--- src/rtl/pwlsp_pkg.sv ---
// package: shared types and constants of the setpoint profile generator
`timescale 1ns / 1ps
package pwlsp_pkg;

    // default table depth
    localparam int PWLSP_MAX_SEG = 16;

    // field widths
    localparam int TEMP_W  = 16;
    localparam int RAMP_W  = 16;
    localparam int TIME_W  = 32;
    localparam int SLOT_W  = 4;
    localparam int COUNT_W = 5;
    localparam int CIDX_W  = 1;
    localparam int CDATA_W = 16;

    // cell index compare width, covers up to 128 cells
    localparam int CELL_IDX_W = 7;

    // interpolation datapath widths
    localparam int P1_W  = TEMP_W + RAMP_W + 1;
    localparam int P2_W  = TEMP_W + RAMP_W + 2;
    localparam int NUM_W = P2_W + 1;
    localparam int DCNT_W = $clog2(NUM_W + 1);

    // action codes
    localparam logic ACT_WRITE = 1'b0;
    localparam logic ACT_QUERY = 1'b1;

    // configuration register indexes
    localparam logic [CIDX_W-1:0] CFG_STARTING_TEMP = 1'b0;
    localparam logic [CIDX_W-1:0] CFG_SEGMENT_COUNT = 1'b1;

    // query token walking along the cell chain
    typedef struct packed {
        logic                     valid;
        logic                     hit;
        logic [TIME_W-1:0]        t;
        logic signed [TEMP_W-1:0] start;
        logic signed [TEMP_W-1:0] target;
        logic [RAMP_W-1:0]        ramp;
    } t_tok;

    // slot write broadcast to the cells
    typedef struct packed {
        logic                     en;
        logic [SLOT_W-1:0]        slot;
        logic [RAMP_W-1:0]        ramp;
        logic signed [TEMP_W-1:0] target;
    } t_wr;

endpackage

--- src/rtl/pwlsp_div.sv ---
// serial signed divider, one quotient bit per cycle, truncates toward zero
`timescale 1ns / 1ps
module pwlsp_div import pwlsp_pkg::*; (
    input  logic                     i_clk,
    input  logic                     i_rst_n,
    input  logic                     i_start,
    input  logic signed [NUM_W-1:0]  i_num,
    input  logic [RAMP_W-1:0]        i_den,
    output logic                     o_done,
    output logic signed [TEMP_W-1:0] o_quo
);

    logic [NUM_W-1:0]  r_quo;
    logic [RAMP_W-1:0] r_rem;
    logic [RAMP_W-1:0] r_den;
    logic              r_neg;
    logic              r_busy;
    logic              r_done;
    logic [DCNT_W-1:0] r_cnt;
    logic [RAMP_W:0]   w_shift;
    logic              w_ge;
    logic [RAMP_W-1:0] w_sub;
    logic [NUM_W-1:0]  w_res;

    // restoring step, the difference fits the remainder width whenever it is taken
    assign w_shift = {r_rem, r_quo[NUM_W-1]};
    assign w_ge    = (w_shift >= {1'b0, r_den});
    assign w_sub   = w_shift[RAMP_W-1:0] - r_den;

    // control
    always_ff @(posedge i_clk) begin
        if (!i_rst_n) begin
            r_busy <= 1'b0;
            r_done <= 1'b0;
            r_cnt  <= '0;
        end else begin
            r_done <= 1'b0;
            if (i_start) begin
                r_busy <= 1'b1;
                r_cnt  <= '0;
            end else if (r_busy) begin
                r_cnt <= r_cnt + 1'b1;
                if (r_cnt == DCNT_W'(NUM_W - 1)) begin
                    r_busy <= 1'b0;
                    r_done <= 1'b1;
                end
            end
        end
    end

    // datapath: load magnitude, then shift quotient bits in
    always_ff @(posedge i_clk) begin
        if (i_start) begin
            r_neg <= i_num[NUM_W-1];
            r_quo <= i_num[NUM_W-1] ? NUM_W'(-i_num) : NUM_W'(i_num);
            r_rem <= '0;
            r_den <= i_den;
        end else if (r_busy) begin
            r_rem <= w_ge ? w_sub : w_shift[RAMP_W-1:0];
            r_quo <= {r_quo[NUM_W-2:0], w_ge};
        end
    end

    // apply sign
    assign w_res  = r_neg ? (~r_quo + 1'b1) : r_quo;
    assign o_quo  = w_res[TEMP_W-1:0];
    assign o_done = r_done;

endmodule

--- config.mk ---
export PLATFORM = sky130hd
export DESIGN_NAME = pwlsp_div
export DESIGN_NICKNAME = d
export VERILOG_FILES = /design/src/rtl/pwlsp_pkg.sv /design/src/rtl/pwlsp_div.sv
export SDC_FILE = /design/constraint.sdc
export NUM_CORES = 1
export LEC_CHECK = 0
export BUFFER_PORTS_ARGS = -buffer_cell sky130_fd_sc_hd__buf_2
export CORE_ASPECT_RATIO = 0.7
export CORE_MARGIN = 2
export CORE_UTILIZATION = 58
export DETAILED_ROUTE_END_ITERATION = 10
export GPL_TIMING_DRIVEN = 0
export PLACE_DENSITY = 0.83
export SLEW_MARGIN = 30
export SYNTH_ARGS = -nofsm -noshare
export SYNTH_HDL_FRONTEND = slang
export SYNTH_SLANG_ARGS = --single-unit
--- constraint.sdc ---
create_clock -name i_clk -period 3.43 [get_ports i_clk]
set_clock_uncertainty 0.15 [all_clocks]
set_input_delay 0 -clock i_clk [delete_from_list [all_inputs] [get_ports i_clk]]
set_output_delay 0 -clock i_clk [all_outputs]
set_load 0.02 [all_outputs]
After elaboration in Yosys (flattened, before gate mapping) --
Index checks and enable logic that the tools add are counted. Widths: inputs -> output; s select.
Storage, ports and cells: latch bits 0, input port bits 54, memories kept 0, logic and storage cells 28, register bits 76, memory bits (read-only) 0, memory bits (writable) 0, output and inout port bits 17
Cells by class: $mul 0, order comparisons 1, bitwise logic cells 3, reduce and logical (&&, ||, !) cells 3, shift-type cells 0, eq/ne operators 1, mux-type cells 9, divide/modulo/power cells 0, add/subtract/negate cells 4
Operator list (number):
- $mux 35 | 3
- $neg 35->35 | 1
- $mux 16 | 2
- $ge 17x16->1 | 1
- $add 16x1->16 const B | 1
- $not 16->16 | 1
- $sub 16x16->16 | 1
- $add 6x1->6 const B | 1
- $eq 6x6->1 const B | 1
- $mux 1 | 4
- $reduce_or 3->1 | 1
- $not 1->1 | 2
- $reduce_bool 2->1 | 1
- $reduce_or 2->1 | 1

Depth between registers and ports, before layout --
Gate-level depths: netlist of the first run.
depth in word-level cells 4, depth in mapped cells 10, mapped depth without buffers 10

Least setup slack after synthesis of the first run --
No wires, ideal clock.
path kind input port to flip-flop, start in i_num[9], end reg r_quo[28] (data pin), library setup time 270 ps, arrival 2120 ps, data required time 3010 ps, path slack 890 ps, cell stages on the path 7, path buffers 0, cells stage by stage or4_4 or4_4 or3_4 or3_4 o31ai_4 xor2_1 a21oi_1
On the way: word-level cells in the longest chain between the ends 3
RTL lines:
- start: declaration | line pwlsp_div.sv:7 | input logic signed [NUM_W-1:0] i_num,
- $neg 35->35 | line pwlsp_div.sv:55 | r_quo <= i_num[NUM_W-1] ? NUM_W'(-i_num) : NUM_W'(i_num);
- $mux 35 | line pwlsp_div.sv:55
- $mux 35 | line pwlsp_div.sv:53 | if (i_start) begin
- end signal: assignment | line pwlsp_div.sv:55
- end signal: assignment | line pwlsp_div.sv:60 | r_quo <= {r_quo[NUM_W-2:0], w_ge};
- end: declaration | line pwlsp_div.sv:13 | logic [NUM_W-1:0] r_quo;
Every way passes these cells. A chain may end at the register's enable or synchronous reset.

Worst setup path in the final report of the first run --
start in i_num[9], end reg r_quo[32] (data pin)
The elaborated chain is that of the path after synthesis.

==> results.yml, run 1 <==
min_path:
  min_path_cells: 3
  hp-start: "i_num[26]"
  hold_path_class: "input port to flop"
  worstHoldEndpoint: "r_quo[26]"
die:
  rows: 27
  ioPinCount: 71
  die-area_um2: 8868
  die_y_um: 79.39
  coreArea_um2: 7871
  die_w_um: 111.7
  initial_core_util_pct: 59.83
power_and_ir_drop:
  power-per-cell-area_nw_per_um2: 441.9
  peakVddDrop_mv: 0.3480
  power_leakage_nw: 2.380
  p_total_mw: 2.653
place:
  place_ws_ns: 0.5485
  portBuffers: 70
  dp.cells: 677
  dpl_cell_area_um2: 5186
  hpwl_um: 8010
  gp_congestion: 0.9100
grt:
  grt_pass1_wl_um: 20500
  grt.overflow.total: 0
  antenna_found_initial: 0
  grt_max_degree: 37
  grt_pass1_vias: 4255
  grt_usage_pct: 29.42
layout:
  nets: 712
  antenna_cells: 0
  layout-drive-gt1-share_pct: 15.11
  syn2layout_area_growth_pct: 27.47
  n_fill_cell: 504
  fin_area_um2: 6003
  fin_cells: 743
  fin_util_pct: 76.27
yosys:
  yosysTopAreaCell: "edfxtp_1"
  synth_ff_type: "edfxtp_1"
  yosysTopAreaCellShare_pct: 33.16
  synth_edf_count: 52
  syn_avg_cell_area_um2: 9.307
  syn_inst: 506
  ys_seq_area_share_pct: 43.36
  synth_area_leaders: "edfxtp_1 (33%), dfxtp_1 (10%), xor2_1 (7.6%)"
  ys_seq_elements: 76
  syn_nets: 581
  synth_cell_type_count: 52
  synthArstFlopShare_pct: 0
  syn_area_um2: 4710
  synth_warnings: 0
sta:
  rsz0062_at_grt: "no"
  drv_slew: 0
  holdWs_ns: 0.02535
  finalHoldViolCount: 0
  maxSlewHeadroom_pct: 48.17
  worstMarginPinSlew_ns: 0.7763
  max_freq_mhz: 320.5
  post-route-min-period_ns: 3.120
  setup_ws_ns: 0.3097
  fin_setup_tns_ns: 0
  fin_crit_sh_pct: 90.97
  setup_viol: 0
job:
  drv_cap: 0
cts:
  cts_buffers: 9
  clk_pin_slew_worst_paths_ns: 0.06
  clk-insertion-delay-late_ns: 0.34
  clockBufferDepth: 2
  cts_tree: "done"
  cts_root_buffer: "clkbuf_16"
  cts-htree-levels: 3
  numClockSinks: 76
critical_path:
  worst-setup-path-type: "input port to flop"
  rr_startpoint: "r_den[9]"
  worst-path-max-fanout: 4
  arrival_ns: 3.04
  critPathCaptureType: "flop"
  start_kind: "input port"
  cp.required_ns: 3.35
  r2r_end: "r_rem[3]"
  r2r_slack_ns: 0.40
  rr_worst_depth: 10
detailed_routing:
  drc: 0
  vias: 4509
  first_pass_iters: 6
  finalWirelength_um: 12960
  antenna_left: 0
  wl_per_cell_um: 17.44
  drtIter0Drc: 491
  vias_per_cell: 6.069
outcome:
  status: "finished clean"
## worst max-delay path, cell delays in order
cell and delay [ns]:
dlygate4sd3_1 0.53, buf_2 0.14, or4_4 0.56, or4_4 0.47, or3_4 0.42, or3_4 0.38, o21ai_1 0.19, xor2_1 0.22
a21oi_1 0.11
## worst max-delay path by stage
stage / startpoint / endpoint / slack (ns) / cells past startpoint
2_1_floorplan: i_num[9] / r_quo[28] / 0.89 / 7
3_3_place_gp: r_den[4] / r_rem[5] / 0.60 / 10
3_5_place_dp: r_den[3] / r_rem[9] / 0.55 / 10
4_1_cts: i_num[9] / r_quo[28] / 0.45 / 9
5_1_grt: i_num[9] / r_quo[23] / 0.24 / 9
6_report: i_num[9] / r_quo[32] / 0.31 / 9
## metal layers
layer	track usage, %	vias up	routed length (um)
li1	-	2073	-
met1	38.43	2051	5339
met2	45.94	318	5822
met3	7.137	67	1282
met4	15.31	0	516
met5	0	-	0
## cells by family (layout without fill, tap and decap cells)
group / after synthesis / after routing / share of synthesized area, %
AOI/OAI and AO/OA: 125 / 125 / 16.34
xor gates and xnor gates: 64 / 64 / 11.90
adders and majority gates: 21 / 21 / 5.739
buffers and inverters: 46 / 182 / 3.746
DFF: 76 / 76 / 43.36
muxes: 13 / 13 / 2.790
and+or+nand+nor: 161 / 161 / 16.13
## cell type report
type                    instances  area (um^2)  share of cell area (%)
clock inverters                 7        91.34                   1.521
multi-input cells             384         2491                   41.50
repair buffers                120        850.8                   14.17
plain buffers                  19        75.07                   1.251
flip-flops and latches         76         2042                   34.01
inverters                      27        101.3                   1.688
well taps                     101        126.4                   2.105
clock buffers                   9        225.2                   3.752
## cells in the mapped netlist, types with 12 or more instances
cell type / number
a21oi_1: 52
inv_1: 27
nor2_1: 59
o21ai_0: 28
nor3_1: 12
mux2i_1: 12
o31ai_1: 14
clkbuf_1: 13
xnor2_1: 23
dfxtp_1: 24
xor2_1: 41
ha_1: 20
edfxtp_1: 52
nand2_1: 44
## cells in the final DEF, fill, tap and decap left out, types with 20 or more instances in the layout
| master | instances |
|---|---|
| buf_2 | 70 |
| nor2_1 | 59 |
| a21oi_1 | 52 |
| edfxtp_1 | 52 |
| dlygate4sd3_1 | 50 |
| nand2_1 | 44 |
| xor2_1 | 41 |
| o21ai_0 | 28 |
| inv_1 | 26 |
| dfxtp_1 | 24 |
| xnor2_1 | 23 |
| ha_1 | 20 |
## flip-flops by register name, indices dropped and copies added (netlist names)
register,flops
r_den,16
r_busy,1
r_rem,16
o_done,1
r_neg,1
r_cnt,6
r_quo,35
## where the power goes
| part | internal, mW | switching [mW] | total, mW |
|---|---|---|---|
| Combinational | 0.219 | 0.304 | 0.523 |
| Sequential | 1.07 | 0.0498 | 1.12 |
| Clock | 0.632 | 0.380 | 1.01 |
## what timing repair did
item | in CTS | in global routing
buffers inserted | 0 | 0
resized for setup | 0 | 0
hold buffers | 50 | 0
endpoints found under the hold margin | 73 | 0
Power figures use the tool's default switching activity.
==> run 2, diff against run 1 <==
==> constraint.sdc (replaced) <==
create_clock -name i_clk -period 3.43 [get_ports i_clk]
set_clock_uncertainty 0.15 [all_clocks]
set_input_delay 0.5145 -clock i_clk [delete_from_list [all_inputs] [get_ports i_clk]]
set_output_delay 0.5145 -clock i_clk [all_outputs]
set_load 0.02 [all_outputs]
==> run 2 against run 1 <==
Flip-flop and latch count did not move. Wire length fell by 15%. Non-clock buffer count fell by 48. Combinational power fell by 10%. Largest power group unchanged. Critical endpoint is now o_quo[15]. Critical path type is now flop to output pin. Final cell count fell by 6.5%. Global-route usage fell by 4.0 points. Sequential power barely moved.
==> results.yml, run 2 (synthesis results as in run 1) <==
outcome:
  status: "finished clean"
power_and_ir_drop:
  p_total_mw: 2.598
  power_leakage_nw: 2.186
  peakVddDrop_mv: 0.3308
  power-per-cell-area_nw_per_um2: 469.3
layout:
  antenna_cells: 0
  syn2layout_area_growth_pct: 17.53
  regMostFlops: "r_quo"
  final_cell_mix: "buf_2 (70), nor2_1 (59), a21oi_1 (52), edfxtp_1 (52), nand2_1 (44)"
  final_common_cell: "buf_2"
  top_regs: "r_quo (35), r_den (16), r_rem (16)"
  fin_area_um2: 5535
  layout-drive-gt1-share_pct: 17.17
  largest_reg_flops: 35
  nets: 664
sta:
  max_freq_mhz: 306.7
  rsz0062_at_grt: "no"
  setup_viol: 0
  holdWs_ns: 0.1934
  worstMarginPinSlew_ns: 0.7793
  maxSlewHeadroom_pct: 47.97
  setup_ws_ns: 0.1693
  fin_setup_tns_ns: 0
  post-route-min-period_ns: 3.261
  drv_slew: 0
  finalHoldViolCount: 0
  fin_crit_sh_pct: 95.06
cts:
  cts_buffers: 9
  cts_hold_buf: 0
  clockBufferDepth: 2
  clk_pin_slew_worst_paths_ns: 0.06
  cts_root_buffer: "clkbuf_16"
  cts-htree-levels: 3
  clk-insertion-delay-late_ns: 0.34
  numClockSinks: 76
  cts_tree: "done"
die:
  die-area_um2: 8868
  die_w_um: 111.7
  coreArea_um2: 7871
  ioPinCount: 71
  initial_core_util_pct: 59.83
  die_y_um: 79.39
  rows: 27
min_path:
  hold_path_class: "input port to flop"
  min_path_cells: 1
job:
  drv_cap: 0
detailed_routing:
  finalWirelength_um: 11050
  vias_per_cell: 5.878
  antenna_left: 0
  first_pass_iters: 5
  drc: 0
  vias: 4085
  wl_per_cell_um: 15.90
  drtIter0Drc: 325
place:
  place_ws_ns: 0.1287
  dpl_cell_area_um2: 5186
  gp_congestion: 0.9100
  portBuffers: 70
  hpwl_um: 8010
critical_path:
  rr_worst_depth: 10
  start_kind: "flop"
  worst-path-max-fanout: 3
  cp.required_ns: 2.77
  worst-setup-path-type: "flop to output pin"
  arrival_ns: 2.60
  critPathCaptureType: "output pin"
grt:
  grt_pass1_vias: 3731
  grt_max_degree: 37
  grt_usage_pct: 25.46
  grt.overflow.total: 0
  antenna_found_initial: 0
  grt_pass1_wl_um: 17970
==> run 2: layout make-up <==
| type | instances | area [um^2] |
|---|---|---|
| plain buffers | 19 | 75.07 |
| well taps | 101 | 126.4 |
| inverters | 27 | 101.3 |
| repair buffers | 72 | 365.4 |
| clock inverters | 7 | 91.34 |
| multi-input cells | 384 | 2509 |
| fillers | 604 | 2336 |
| clock buffers | 9 | 225.2 |
| flip-flops and latches | 76 | 2042 |
==> run 2: stage by stage <==
| stage | util [%] | instances |
|---|---|---|
| floorplan | - | 506 |
| global placement | 65.89 | 677 |
| detailed placement | 65.89 | 677 |
| CTS | 69.91 | 693 |
| global route | 70.32 | 695 |
| finish | 70.32 | 695 |
==> run 2: final timing paths <==
path / from / endpoint / slack [ns]
worst max-delay path: r_quo[0] / o_quo[15] / 0.17
worst min-delay path: i_den[12] / r_den[12] / 0.19
worst max register to register: r_den[9] / r_rem[3] / 0.50
worst min register to register: r_rem[11] / r_rem[11] / 0.33
==> run 2: worst max-delay path: stages, from the launching register on <==
cell	delay [ns]
edfxtp_1	0.45
nor3_2	0.24
nand2_1	0.09
or3_1	0.36
or4_1	0.51
o31ai_2	0.28
xnor2_1	0.15
buf_2	0.18
==> run 2: layer usage <==
| layer | GRT usage [%] | share of wire [%] | vias up |
|---|---|---|---|
| met4 | 6.296 | 1.2 | 0 |
| li1 | - | - | 1965 |
| met1 | 35.37 | 46 | 1909 |
| met3 | 6.910 | 8.1 | 20 |
| met2 | 39.94 | 45 | 191 |
| met5 | 0 | 0 | - |
==> run 2: timing repair <==
action,CTS,global route
setup endpoints to repair,0,2
hold endpoints to repair,0,0
resized for setup,0,3
buffers inserted,0,2
==> run 2: power breakdown <==
part           leakage, nW  switching [mW]  internal [mW]
Clock                0.145           0.379          0.632
Sequential           0.705          0.0500           1.07
Combinational         1.34           0.284          0.185
