[config.mk]
export PLATFORM = sky130hd
export DESIGN_NAME = pwlsp_cell
export DESIGN_NICKNAME = d
export VERILOG_FILES = /design/src/rtl/pwlsp_pkg.sv /design/src/rtl/pwlsp_cell.sv
export SDC_FILE = /design/constraint.sdc
export NUM_CORES = 1
export LEC_CHECK = 0
export BUFFER_PORTS_ARGS = -buffer_cell sky130_fd_sc_hd__buf_4
export CAP_MARGIN = 20
export CORE_MARGIN = 10
export CORE_UTILIZATION = 50
export CTS_BUF_LIST = sky130_fd_sc_hd__clkbuf_2 sky130_fd_sc_hd__clkbuf_4 sky130_fd_sc_hd__clkbuf_8
export CTS_CLUSTER_SIZE = 12
export DETAILED_ROUTE_END_ITERATION = 6
export GPL_ROUTABILITY_DRIVEN = 0
export PLACE_DENSITY = 0.92
export SLEW_MARGIN = 10
export SYNTH_ARGS = -nofsm -noshare
export SYNTH_HDL_FRONTEND = slang
export SYNTH_SLANG_ARGS = --single-unit
[constraint.sdc]
create_clock -name i_clk -period 4.1 [get_ports i_clk]
set_clock_uncertainty 0.2 [all_clocks]
set_input_delay 0.82 -clock i_clk [delete_from_list [all_inputs] [get_ports i_clk]]
set_output_delay 0.82 -clock i_clk [all_outputs]
set_load 0.05 [all_outputs]
[src/rtl/pwlsp_pkg.sv]
// package: shared types and constants of the setpoint profile generator
`timescale 1ns / 1ps
package pwlsp_pkg;

    // default table depth
    localparam int PWLSP_MAX_SEG = 16;

    // field widths
    localparam int TEMP_W  = 16;
    localparam int RAMP_W  = 16;
    localparam int TIME_W  = 32;
    localparam int SLOT_W  = 4;
    localparam int COUNT_W = 5;
    localparam int CIDX_W  = 1;
    localparam int CDATA_W = 16;

    // cell index compare width, covers up to 128 cells
    localparam int CELL_IDX_W = 7;

    // interpolation datapath widths
    localparam int P1_W  = TEMP_W + RAMP_W + 1;
    localparam int P2_W  = TEMP_W + RAMP_W + 2;
    localparam int NUM_W = P2_W + 1;
    localparam int DCNT_W = $clog2(NUM_W + 1);

    // action codes
    localparam logic ACT_WRITE = 1'b0;
    localparam logic ACT_QUERY = 1'b1;

    // configuration register indexes
    localparam logic [CIDX_W-1:0] CFG_STARTING_TEMP = 1'b0;
    localparam logic [CIDX_W-1:0] CFG_SEGMENT_COUNT = 1'b1;

    // query token walking along the cell chain
    typedef struct packed {
        logic                     valid;
        logic                     hit;
        logic [TIME_W-1:0]        t;
        logic signed [TEMP_W-1:0] start;
        logic signed [TEMP_W-1:0] target;
        logic [RAMP_W-1:0]        ramp;
    } t_tok;

    // slot write broadcast to the cells
    typedef struct packed {
        logic                     en;
        logic [SLOT_W-1:0]        slot;
        logic [RAMP_W-1:0]        ramp;
        logic signed [TEMP_W-1:0] target;
    } t_wr;

endpackage

[src/rtl/pwlsp_cell.sv]
// one segment cell: holds ramp and target, advances the query token one step
`timescale 1ns / 1ps
module pwlsp_cell import pwlsp_pkg::*; #(
    parameter int IDX = 0
) (
    input  logic               i_clk,
    input  logic               i_rst_n,
    input  t_wr                i_wr,
    input  logic [COUNT_W-1:0] i_count,
    input  t_tok               i_tok,
    output t_tok               o_tok
);

    logic [RAMP_W-1:0]        r_ramp;
    logic signed [TEMP_W-1:0] r_target;
    t_tok                     r_tok;
    t_tok                     n_tok;
    logic                     w_active;
    logic                     w_sel;

    // slot storage, undefined until written
    assign w_sel = ({{(CELL_IDX_W-SLOT_W){1'b0}}, i_wr.slot} == CELL_IDX_W'(IDX));
    always_ff @(posedge i_clk) begin
        if (i_wr.en && w_sel) begin
            r_ramp   <= i_wr.ramp;
            r_target <= i_wr.target;
        end
    end

    // segment in use
    assign w_active = (CELL_IDX_W'(IDX) < {{(CELL_IDX_W-COUNT_W){1'b0}}, i_count});

    // step past the segment or stop inside it
    always_comb begin
        n_tok = i_tok;
        if (i_tok.valid && !i_tok.hit && w_active) begin
            if (i_tok.t >= {{(TIME_W-RAMP_W){1'b0}}, r_ramp}) begin
                n_tok.t     = i_tok.t - {{(TIME_W-RAMP_W){1'b0}}, r_ramp};
                n_tok.start = r_target;
            end else begin
                n_tok.hit    = 1'b1;
                n_tok.target = r_target;
                n_tok.ramp   = r_ramp;
            end
        end
    end

    // hand the token to the next cell
    always_ff @(posedge i_clk) begin
        if (!i_rst_n) begin
            r_tok <= '0;
        end else begin
            r_tok <= n_tok;
        end
    end

    assign o_tok = r_tok;

endmodule

# After elaboration in Yosys (flattened, before gate mapping)

Cells that the tools add are included.

ROM bits: 0
Register bits: 114
Logic and storage cells: 20
Bits in writable memories: 0
Memories: 0
Input bits: 126
Latch bits: 0
Output and inout port bits: 82

Shift-type cells: 0
Eq/ne operators: 0
Add/sub/neg operators: 1
$mul: 0
Mux-type cells: 4
Divide/modulo/power cells: 0
$lt $le $gt $ge: 2
Reductions and logical operators: 5
Bitwise gates (word level): 0

Operators by type and width:

| cell               | count |
|---|---|
| $mux 81            | 1 |
| $mux 48            | 1 |
| $ge 32x16->1       | 1 |
| $mux 32            | 1 |
| $sub 32x16->32     | 1 |
| $lt 1x5->1 const A | 1 |
| $logic_not 4->1    | 1 |
| $logic_and 1x1->1  | 3 |
| $logic_not 1->1    | 1 |
| $mux 1             | 1 |

# Depth between registers and ports, before layout

Gate-level depths: netlist of the first run.

Depth after elaboration: 4
Gate-level depth with buffers: 12
Mapped depth without buffers: 10

# Least setup slack after synthesis of the first run

No wires, ideal clock.

Path type: input -> register
Start: input port i_tok[48] (netlist bit)
End: register r_tok (netlist bit o_tok[75])
Data required time: 3830 ps
Setup time: 70 ps
Arrival: 2929 ps
Path buffers: 1
Slack: 901 ps
Cell stages on the path: 11
Cells stage by stage: inv_1 -> ha_1 -> fa_1 -> nand2b_1 -> a21oi_1 -> o2111ai_1 -> nand3_1 -> buf_6 -> nand3_2 -> or4_1 -> a21oi_1

Word-level cells in the longest chain between the ends: 3
Elaborated cells between the ends (all ways): 4
Those cells by class: add/sub (1); order compare (1); mux (2)

RTL lines:

| element                                               | line                               | source |
|---|---|---|
| from (decl)                                           | pwlsp_cell.sv:10                   | `input t_tok i_tok,` |
| $sub 32x16->32 / $ge 32x16->1 (equally long branches) | pwlsp_cell.sv:38, pwlsp_cell.sv:37 |  |
| $mux 48 *                                             | pwlsp_cell.sv:37                   | `if (i_tok.t >= {{(TIME_W-RAMP_W){1'b0}}, r_ramp}) begin` |
| $mux 81 *                                             | pwlsp_cell.sv:36                   | `if (i_tok.valid && !i_tok.hit && w_active) begin` |
| to (signal assigned)                                  | pwlsp_cell.sv:53                   | `r_tok <= n_tok;` |
| to (decl)                                             | pwlsp_cell.sv:16                   | `t_tok r_tok;` |

Mark *: on every way between the ends. The rest lies on a longest branch, timed or not.
A chain may end at the register's enable or synchronous reset.

# Worst setup path after layout of the first run

Start: input port i_tok[75] (netlist bit)
End: register r_tok (netlist bit o_tok[46])

Word-level cells in the longest chain between the ends: 3

RTL lines:

| element      | line |
|---|---|
| $ge 32x16->1 | pwlsp_cell.sv:37 |
| $mux 48      | pwlsp_cell.sv:37 |
| $mux 81      | pwlsp_cell.sv:36 |

No other way between the ends.

==> impl_summary.md, run 1 <==
Detailed routing
The first detailed-routing pass ran for 5 iterations. The mean routed wirelength per cell is 18.0 um. The count of nets left with antenna violations once routing finished came out at 0. In the routed design, unresolved DRC markers number 0.

The initial detailed-routing violation count is 470. For this block, the routed nets add up to 16.1 mm of wire. The routed layout has 4915 vias.

In the routed layout, each cell is associated on average with a via count of about 5.5.

Power and ir drop
The worst IR drop on VDD is approximately 0.32 mV. The net switching component of the power is 857 uW. Per report_power, the combinational group accounts for 19.1% of the total.

The overall power of the completed layout is 2.89 mW. For this design the static power due to leakage is 3.09 nW. Of the total power, the share spent switching nets is 29.6%.

The internal power summed over all cells is between 2 and 2.5 mW. For this design the ratio of total power to cell area is 408 mW/mm^2. The sequential share of power is 42.5%.

In this run, the clock network consumes a little under two fifths of the power.

Clock network
The clock edge transition at the registers on the reported setup and hold paths is 0.07 ns. No sink is reached through more buffers than the 2 on the longest clock path. The post-cts hold buffer count is 0. Clock tree synthesis inserted a total of 17 buffers.

The number of gates resized after CTS was 0. CTS saw 114 sinks. The number of H-tree levels is 4. The clock latency at the later pin of the worst-skew pair is 0.42 ns. The CTS tree is yes. The root buffer selected by CTS is clkbuf_8. The buffers inserted during post-CTS setup optimization is 0.

Worst setup path
The required time of the critical path is 4.25 ns. The number of cells on the worst reg-to-reg path is 10. The buffer and inverter count on the worst path is 2. The worst setup slack for register-to-register paths is approximately 0.83 ns. The critical path startpoint category is a primary input. Walking the worst path, the cells encountered are buf_4 -> or4_4 -> or4_4 -> nor3_2 -> nand3_1 -> buf_4 -> nand2_2 -> nand2_1 -> a21oi_1.

The critical path's largest stage delay is between 0.5 and 0.6 ns. The cell type of the slowest stage on the worst timing path is or4_4. In this design, the largest share of critical-path delay is due to simple AND/OR/NAND/NOR gates. The critical path capture point type is a flip-flop. The startpoint-to-endpoint class of the critical path is primary input to flip-flop. The arrival time of the worst setup path is around 3.7 ns. The worst register-to-register path begins at r_ramp[0]$_DFFE_PP_.

The endpoint of the worst register-to-register path is o_tok[57]$_SDFF_PN0_. In this run the worst path has a maximum fanout of 31. The critical path starts at i_tok[75].

Global routing
The via count of the first global-routing pass is 5178. For met1 alone, demand over resource in global routing was roughly a quarter. The first global-routing pass estimated 25.3 mm of wire. After global routing the overflow that remains totals 0. The initial antenna violation count is 0. The maximum number of pins on one net before global-route repair is 49.

The overall global routing resource usage is 21.5%. The global routing stage identified its most utilized layer as met2. The met2 capacity usage during global routing is 35.6%. The met3 track utilization from global routing is 7.72%.

Timing
The shortest clock period the worst path allows after layout is 3.53 ns. The max-slew violation count is 0. The final critical-path share of the clock period is 86.0%. Setup total negative slack on the finished layout was measured at 0 ns. On the final layout, the worst hold slack is 0.329 ns. Setup repair after global routing left no endpoint under its margin. The final worst setup slack is 0.574 ns. The measured slew at the worst slew-check pin is 0.810 ns. Measured against its own limit, the worst slew margin works out to 45.3%. Static timing analysis puts the maximum clock frequency at 0.284 GHz. Setup violations remaining at the end of the flow were counted as 0. The total count of hold-check failures in the final report came to 0.

Layout
The area growth from synthesis to layout is 40.7%. For this run, the post-layout net count is a little under 900. 0 antenna diodes ended up in the layout. The fraction of layout cells with a size suffix above 1 is around a third. Leaving out filler cells and counting taps, the final layout contains 896.

Outcome
The flow ran to the end, and the final reports show no timing, DRC or antenna violations.

Yosys
The dominant cell type by area after synthesis is dfxtp_1. After synthesis the netlist holds a flip-flop and latch count of approximately 110. The number of enable-type register cells in the synthesized netlist is 32.

The synthesized netlist occupies a cell area of 0.00505 sq mm. The leading cell type by number of instances after synthesis is nand2_1. Counting every instance in the synthesized netlist gives 546. The predominant post-synthesis flop cell is dfxtp_1.

For this run, asynchronously set or reset flops after synthesis account for 0%. The part of the Yosys area used for sequential elements is 51.6%. The post-synthesis cell type count is about 50. The share of the synthesized area in the top cell type is 32.5%.

A synthesized cell averages 9.24 sq um. The synthesized net count is 689. By count the netlist is led by nand2_1, a21oi_1, dfxtp_1. The Yosys step of the flow raised 0 warnings. Yosys attributes the largest share of cell area to dfxtp_1, edfxtp_1, a21oi_1.

Min path
The cell count of the worst hold path is 2. In this run the worst hold path is classified as flip-flop to flip-flop. The endpoint with the worst hold slack is o_tok[13]$_SDFF_PN0_. In this run the most critical hold path is launched from r_ramp[13]$_DFFE_PP_.

Die
The region available for standard cell placement spans 0.00982 sq mm. Measured along the x axis, the die boundary spans 120 um. For this configuration, the core starts out at a cell density of 51.4%. The count of standard-cell rows is 36. Measured along the y axis, the die boundary spans 120 um.

The die covers 0.0145 sq mm. During I/O placement, the number of pins put on the boundary was 208.

Place
The count of buffers added on input and output ports is 207. The placement-stage worst setup slack is 0.204 ns. Summed over all nets, the half-perimeter wirelength after detailed placement is ~12 mm.

In this run, placement finished with an instance count of about 860.

Flow run
The number of max-capacitance violations reported is 0.
-- per-layer routing --
layer | routed length [um] | share of wire [%]
met1 | 6310 | 39
met2 | 7700 | 48
met3 | 1410 | 8.7
met5 | 0 | 0
met4 | 728 | 4.5
-- placed cells by master, fill, tap and decap left out, drive strengths merged, types with 2 or more instances in the layout --
| master | Yosys | routed |
|---|---|---|
| ha | 16 | 16 |
| xor2 | 5 | 5 |
| nor2b | 3 | 3 |
| o21ai | 49 | 49 |
| a21o | 2 | 2 |
| bufinv | 0 | 3 |
| clkbuf | 18 | 18 |
| nor4 | 7 | 7 |
| nand4 | 2 | 2 |
| buf | 11 | 214 |
| o2111ai | 2 | 2 |
| xnor2 | 9 | 9 |
| nand3 | 13 | 13 |
| inv | 23 | 29 |
| dfxtp | 82 | 82 |
| clkinv | 0 | 4 |
| nor3 | 6 | 6 |
| nand2 | 97 | 97 |
| mux2i | 3 | 3 |
| edfxtp | 32 | 32 |
| or3 | 10 | 10 |
| o31ai | 6 | 6 |
| o21a | 3 | 3 |
| a21oi | 87 | 87 |
| or4 | 13 | 13 |
| and2 | 3 | 3 |
| nor2 | 16 | 16 |
| o21bai | 4 | 4 |
| o211ai | 2 | 2 |
| a211oi | 4 | 4 |
| nand2b | 10 | 10 |
-- metrics by stage --
stage               util (%)  cell area, sq um
floorplan                  -              5050
global placement        67.9              6660
detailed placement      68.1              6680
CTS                     72.3              7100
global route            72.3              7100
finish                  72.3              7100
-- sequential cells by signal (all words and copies together), names as in the netlist --
| signal | count |
|---|---|
| r_ramp | 16 |
| r_target | 16 |
| o_tok | 82 |
-- worst max-delay path by stage --
stage	endpoint	slack (ns)	depth (start not counted)
floorplan	o_tok[75]$_SDFF_PN0_	0.90	11
global placement	o_tok[42]$_SDFF_PN0_	0.34	9
detailed placement	o_tok[46]$_SDFF_PN0_	0.20	9
CTS	o_tok[46]$_SDFF_PN0_	0.61	9
global route	o_tok[46]$_SDFF_PN0_	0.46	9
finish	o_tok[46]$_SDFF_PN0_	0.57	9
-- kinds of logic after synthesis --
kind of cell | Yosys count | synth area share [%]
AOI/OAI and AO/OA | 164 | 17.9
DFF | 114 | 51.6
adders and majority gates | 17 | 4.36
muxes | 3 | 0.595
buffers and inverters | 52 | 4.68
and+or+nand+nor | 182 | 18.4
xor gates and xnor gates | 14 | 2.43
-- power by group through the flow --
stage / Sequential, mW / Clock [mW] / Combinational [mW]
floorplan: 1.43 / 0 / 0.156
global placement: 1.25 / 0 / 0.538
detailed placement: 1.25 / 0 / 0.553
CTS: 1.23 / 1.12 / 0.555
global route: 1.23 / 1.18 / 0.590
finish: 1.23 / 1.11 / 0.554
-- worst register-to-register path, delay by kind of cell (launching register included) --
kind                     cells  cell delay, ns
adder cells (fa/ha/maj)      2            0.61
AND/OR/NAND/NOR              4            1.15
flip-flops                   1            0.39
buffers and inverters        1            0.29
AO/OA/AOI/OAI                3            0.49
-- cell type report --
type / instances / area, sq um
clock buffers: 18 / 241
clock inverters: 14 / 175
fillers: 728 / 2720
inverters: 23 / 86.3
multi-input cells: 380 / 2210
flip-flops and latches: 114 / 2600
well taps: 133 / 166
repair buffers: 214 / 1620
No activity file was read; power rests on OpenSTA's default activity.
==> inputs of run 2 (changes only) <==
--- a/config.mk
+++ b/config.mk
@@ -8,12 +8,12 @@
 export BUFFER_PORTS_ARGS = -buffer_cell sky130_fd_sc_hd__buf_4
 export CAP_MARGIN = 20
 export CORE_MARGIN = 10
-export CORE_UTILIZATION = 50
-export CTS_BUF_LIST = sky130_fd_sc_hd__clkbuf_2 sky130_fd_sc_hd__clkbuf_4 sky130_fd_sc_hd__clkbuf_8
+export CORE_UTILIZATION = 48
+export CTS_BUF_LIST = sky130_fd_sc_hd__clkbuf_16
 export CTS_CLUSTER_SIZE = 12
 export DETAILED_ROUTE_END_ITERATION = 6
 export GPL_ROUTABILITY_DRIVEN = 0
-export PLACE_DENSITY = 0.92
+export PLACE_DENSITY = 0.89
 export SLEW_MARGIN = 10
 export SYNTH_ARGS = -nofsm -noshare
 export SYNTH_HDL_FRONTEND = slang
==> run 2 against run 1 <==
Effect of this change:
- clock power rose by 29%
- combinational power barely moved
- power rose by 11%
- sequential share of layout area fell by 0.87 points
- via count fell by 1.2%
- worst hold slack improved by 0.0058 ns
- wire length rose by 2.8%
- largest cell class unchanged
==> impl_summary.md, run 2 (synthesis gave the netlist of run 1 again) <==
Outcome
The run finished with clean final reports.

Detailed routing
The via density per instance is 5.40. The first detailed-routing pass took 5 iterations. After detailed routing, the number of remaining DRC violations is 0.

After detailed routing, the average wire length per cell comes to ~18 um. The via count of the routed design is 4856. The total detailed-routing wirelength is between 15 and 20 mm. In this run, the number of DRC markers left after iteration 0 of detailed routing was 554. Once detail routing completed, the nets flagged for antenna violations numbered 0.

Power and ir drop
For this design the static power due to leakage is 3.15 nW. Power spread over the standard cell area amounts to 442 mW/mm^2. The worst IR drop on VDD is 0.333 mV.

Clock network
The clock latency at the later pin of the worst-skew pair is 0.40 ns. The maximum buffer depth of the clock tree is 2. The number of buffers created by CTS is 17. The number of H-tree levels is 4. The clock edge transition at the registers on the reported setup and hold paths is around 0.06 ns. In this run, post-CTS hold repair placed 0 buffers. The tree is rooted in a clkbuf_16.

Counting every sink on the clock net gives 114. TritonCTS built the clock tree. After clock tree synthesis, the setup repair step added 0 buffers.

The post-cts sizing count is 0.

Layout
The area growth from synthesis to layout is 44.1%. The antenna diode count is 0. The flip-flop count of the largest register, all copies and words added is 82. The layout net count is 894.

The final cell area excluding filler cells is roughly 0.0073 sq mm. The commonest non-fill, non-tap cell in the layout is buf_4. The core occupancy in the finished layout is 70.8%.

The fraction of layout cells with a size suffix above 1 is 34.2%. In the layout the commonest cells are buf_4, nand2_1, a21oi_1.

Die
The initial core utilization is between 40% and 50%. Row generation in the floorplan step produced 37 rows. For this design the top-level I/O count stands at 208. The core footprint is just over 0.01 sq mm. The die extent in x is 123 um. The floorplan step defined a die boundary enclosing around 0.015 sq mm.

From bottom edge to top edge, the die measures 123 um.

Global routing
For this run, global-route usage on met3 was measured as roughly 8%. For this run, global-route usage on met2 was measured as between 30% and 40%. After global routing, the most crowded layer is met2. The via count of the first global-routing pass came to 5101.

The global-route wire length before repair is between 20 and 30 mm. The global routing usage on met1 is 22.9%. The total global routing overflow is 0. Entering global routing, the biggest net connects 39 pins. The initial antenna violation count is 0.

Across every metal layer, demand over resource in global routing totals 21.2%.

Worst setup path
The critical path startpoint category is a primary input. The arrival time of the worst setup path is 3.48 ns. The required time of the critical path is 4.22 ns. The largest fanout of any net on the critical path is 15.

The startpoint-to-endpoint class of the critical path is primary input to flip-flop. The worst setup path is captured at a flip-flop.

Timing
The number of endpoints failing setup at the final stage is 0. The total count of hold-check failures in the final report is 0. Setup repair after global routing left no endpoint under its margin.

The shortest clock period the worst path allows after layout is 3.35 ns. In the finished design, the share of the clock period the worst path needs comes to 81.8%. Headroom to the max-slew limit came out at 50.4%.

The measured slew at the worst slew-check pin is ~0.74 ns. The final worst setup slack is 0.746 ns. The highest attainable clock frequency is 0.298 GHz. The max-slew violation count is 0. In the final timing run, aggregate negative setup slack is 0 ns.

Place
The placed instances occupy a cell area of 0.00670 sq mm. Timing analysis after detailed placement gives a worst setup slack of roughly 0.39 ns. The HPWL reported at the end of detailed placement is between 10 and 15 mm. The count of buffers added on input and output ports is 207.

Min path
In this run the worst hold path is classified as flip-flop to flip-flop.

Flow run
Across the run, the number of max-cap violations was 0.
-- run 2: cell count changes in the layout (fill, tap and decap cells not counted), moves of 2 or more --
cell / delta
clkbuf_16: +17
clkbuf_8: -17
clkinvlp_4: +3
bufinv_16: -2
clkinv_2: -2
inv_8: +2
-- run 2: worst max-delay path, stage by stage --
cell       delay (ns)
buf_4            0.09
inv_1            0.03
ha_1             0.22
fa_1             0.39
nand2b_1         0.20
a21oi_1          0.24
o2111ai_1        0.23
nand3_2          0.15
buf_4            0.23
nand3_2          0.15
or4_1            0.54
a21oi_1          0.18
-- run 2: path summary, 6_finish.rpt --
path                               end  cells after the start                start  slack [ns]
hold reg to reg    o_tok[8]$_SDFF_PN0_                      2  r_ramp[8]$_DFFE_PP_        0.33
setup / recovery  o_tok[75]$_SDFF_PN0_                     12            i_tok[48]        0.75
hold / removal     o_tok[8]$_SDFF_PN0_                      2  r_ramp[8]$_DFFE_PP_        0.33
setup reg to reg  o_tok[75]$_SDFF_PN0_                     10  r_ramp[0]$_DFFE_PP_        0.87
-- run 2: area by class of cell --
class | count | area [sq um]
clock buffers | 17 | 425
clock inverters | 15 | 148
fillers | 802 | 3010
inverters | 23 | 86.3
multi-input cells | 380 | 2210
flip-flops and latches | 114 | 2600
well taps | 136 | 170
repair buffers | 215 | 1630
-- run 2: metrics by stage --
step	total power [mW]	hold slack, ns	std cells
3_3_place_gp	1.80	0.302	868
3_5_place_dp	1.81	0.323	868
5_1_grt	3.32	0.365	900
2_1_floorplan	1.58	0.297	546
6_report	3.22	0.334	900
4_1_cts	3.23	0.339	900
-- run 2: per-layer routing --
metal	vias to the layer above	share of wire, %
li1	2345	-
met1	2241	37
met2	250	50
met3	20	11
met4	0	1.8
met5	-	0
-- run 2: where the power goes --
group	internal, mW	switching (mW)	leakage (nW)
logic	0.209	0.348	1.91
clock network	0.851	0.577	0.269
registers	1.21	0.0180	0.972
total	2.27	0.942	3.15
==> inputs of run 3 (changes only) <==
--- a/config.mk
+++ b/config.mk
@@ -8,12 +8,12 @@
 export BUFFER_PORTS_ARGS = -buffer_cell sky130_fd_sc_hd__buf_4
 export CAP_MARGIN = 20
 export CORE_MARGIN = 10
-export CORE_UTILIZATION = 48
+export CORE_UTILIZATION = 44
 export CTS_BUF_LIST = sky130_fd_sc_hd__clkbuf_16
 export CTS_CLUSTER_SIZE = 12
 export DETAILED_ROUTE_END_ITERATION = 6
 export GPL_ROUTABILITY_DRIVEN = 0
-export PLACE_DENSITY = 0.89
+export PLACE_DENSITY = 0.86
 export SLEW_MARGIN = 10
 export SYNTH_ARGS = -nofsm -noshare
 export SYNTH_HDL_FRONTEND = slang
==> constraint.sdc (replaced) <==
create_clock -name i_clk -period 2.84 [get_ports i_clk]
set_clock_uncertainty 0.2 [all_clocks]
set_input_delay 0.568 -clock i_clk [delete_from_list [all_inputs] [get_ports i_clk]]
set_output_delay 0.568 -clock i_clk [all_outputs]
set_load 0.05 [all_outputs]
==> run 3 against run 2 <==
Effect of this change:
- wire length up 12%
- combinational power is 62% higher
- first-iteration DRC count shrank 18%
- worst setup slack lost 0.72 ns
- global-route usage up 0.53 points
- power is 43% higher
- cell count rose by 8.2%
- sequential power rose by 45%
- worst hold slack worse by 0.21 ns
- sequential share of layout area decreased by 3.1 points
- critical path depth is 3 lower
- clock power is 34% higher
- largest power group unchanged
==> impl_summary.md, run 3 (synthesis gave the netlist of run 1 again) <==
Outcome
The run finished with clean final reports.

Detailed routing
In the routed layout, each cell is associated on average with a via count of 5.42. The total detailed-routing wirelength is 18.5 mm. Detailed routing inserted a total of 5276 vias.

The residual DRC count is 0. The number of detailed-routing iterations run before antenna repair is 7. The detailed router finished its first iteration with 454 violations. The mean routed wirelength per cell is between 15 and 20 um. In this run the remaining antenna-violating nets after routing total 0.

Die
The core footprint is 0.0113 sq mm. Measured along the x axis, the die boundary spans 127 um. The die outline area is ~0.016 sq mm.

The count of standard-cell rows is 39. Once the floorplan was initialized, standard cells occupied 44.6% of the core. From bottom edge to top edge, the die measures about 130 um.

The count of boundary I/O pins is 208.

Layout
Cells with a size suffix above 1 make up 41.6% of the layout. The area used by multi-input combinational logic is 0.00237 sq mm. The area growth from synthesis to layout is 57.8%. The register with the most flip-flops in the layout has 82 of them. In the layout the commonest cells are buf_4, nand2_1, a21oi_1. The final cell count without fillers is 974. The library cell used most frequently in the layout, excluding fill and tap cells, is buf_4. 0 antenna diodes ended up in the layout. The area occupied by registers is approximately 0.0026 sq mm. For this run, the post-layout net count is 961. The filler cell count in the final layout is about 800.

Power and ir drop
The net switching component of the power is 1.34 mW. The switching portion of total power is 29.0%. Of the total power, registers draw 38.7%. Power spread over the standard cell area amounts to 579 mW/mm^2. The overall power of the completed layout is 4.61 mW. The leakage power is 3.49 nW. Of the total power, combinational logic draws between 10% and 20%. The worst IR drop on VDD is 0.573 mV. Per report_power, the clock group accounts for 41.7% of the total. The internal portion of the total power is roughly 3.3 mW.

Place
Prior to clock tree synthesis, the placed netlist has a worst setup slack of -0.301 ns. Port buffering added 207 buffers. The number of placed instances with taps included is 936. The wire-length estimate of the detail-placed layout is 14.1 mm.

Clock network
The tree built by TritonCTS fans out to 114 sinks. Clock tree synthesis inserted a total of 17 buffers. CTS built an H-tree with a depth of 4. TritonCTS built the clock tree. The root buffer selected by CTS is clkbuf_16. The post-cts hold buffer count is 0. After clock tree synthesis, the clock-pin slew on the worst setup and hold paths is 0.06 ns. The maximum buffer depth of the clock tree is 2. The clock reaches the later pin of the worst-skew pair after 0.42 ns.

Global routing
The via count of the first global-routing pass is about 5500. Entering global routing, the biggest net connects 59 pins. The overall global routing resource usage is 21.8%. The initial antenna violation count is 0. Global routing finished with a remaining overflow of 0. The global-route wire length before repair is 28.3 mm.

Timing
The worst slew margin relative to its limit is 67.8%. Once routing completed, OpenROAD measured the worst setup slack at 0.0223 ns. The post-route setup TNS is 0 ns. The measured slew at the worst slew-check pin is between 0.4 and 0.5 ns. The shortest clock period the worst path allows after layout is 2.82 ns.

The max-slew violation count is 0. Derived from the worst setup path, the maximum achievable clock frequency is 0.355 GHz. After layout, the worst path uses 99.2% of the clock period. Setup repair after global routing could not meet its margin everywhere. Setup violations remaining at the end of the flow were counted as 0. Hold timing on the final database bottoms out at a slack of 0.124 ns. The total count of hold-check failures in the final report is 0.

Worst setup path
The slowest stage of the critical path is the or4_1 cell. The cell family with the largest share of critical-path delay is simple AND/OR/NAND/NOR gates. The critical path startpoint category is a flip-flop. The critical path's largest stage delay is 0.41 ns. The signal on the critical path passes through ha_2 -> fa_2 -> nand2b_4 -> a21oi_4 -> o21ai_1 -> o21a_2 -> or4_1 -> and4_1 -> mux2i_1.

The largest fanout of any net on the critical path is 3. The required time of the critical path is 2.94 ns. The worst setup path is captured at a flip-flop. The critical path contains buffers and inverters numbering 0 combined. The critical path is of the flip-flop to flip-flop type. For the worst setup path, the data arrival time is between 2 and 3 ns.

Flow run
The number of max-capacitance violations reported is 0.

Min path
The worst hold path belongs to the class primary input to flip-flop.
## run 3: path summary, 6_finish.rpt
check | startpoint | end | slack (ns) | cells after the start
max | r_ramp[0]$_DFFE_PP_ | o_tok[74]$_SDFF_PN0_ | 0.02 | 9
min | i_wr[24] | r_ramp[8]$_DFFE_PP_ | 0.12 | 1
max reg2reg | r_ramp[0]$_DFFE_PP_ | o_tok[74]$_SDFF_PN0_ | 0.02 | 9
min reg2reg | r_target[9]$_DFFE_PP_ | o_tok[25]$_SDFF_PN0_ | 0.34 | 2
## run 3: what timing repair did
action / in CTS / in global routing
pin swaps: 0 / 4
endpoints found under the hold margin: 0 / 0
endpoints found under the setup margin: 4 / 51
setup buffers: 0 / 6
gates resized for setup: 1 / 28
## run 3: per-layer routing
metal  global-route usage [%]  wire [um]  vias up
li1                         -          -     2480
met1                     23.6       6980     2473
met2                     37.0       9330      271
met3                     8.27       1580       52
met4                     9.78        622        0
met5                        0          0        -
## run 3: metrics by stage
stage,util [%],cell area [sq um]
global route,70.3,7960
floorplan,-,5090
detailed placement,64.1,7260
CTS,68.9,7800
finish,70.3,7960
global placement,64.1,7260
## run 3: power by group through the flow
| stage | registers, mW | clock network [mW] | logic (mW) |
|---|---|---|---|
| 2_1_floorplan | 2.06 | 0 | 0.231 |
| 3_3_place_gp | 1.81 | 0 | 0.851 |
| 3_5_place_dp | 1.81 | 0 | 0.872 |
| 4_1_cts | 1.78 | 1.94 | 0.879 |
| 5_1_grt | 1.79 | 2.02 | 0.957 |
| 6_report | 1.78 | 1.92 | 0.905 |
## run 3: area by class of cell
cell class                      count  share of cell area [%]
Tap cell                          143                    2.25
Clock buffer                       18                    5.66
Sequential cell                   114                    32.7
Multi-Input combinational cell    380                    29.7
Inverter                           23                    1.08
Clock inverter                     14                    1.12
Timing Repair Buffer              282                    27.5
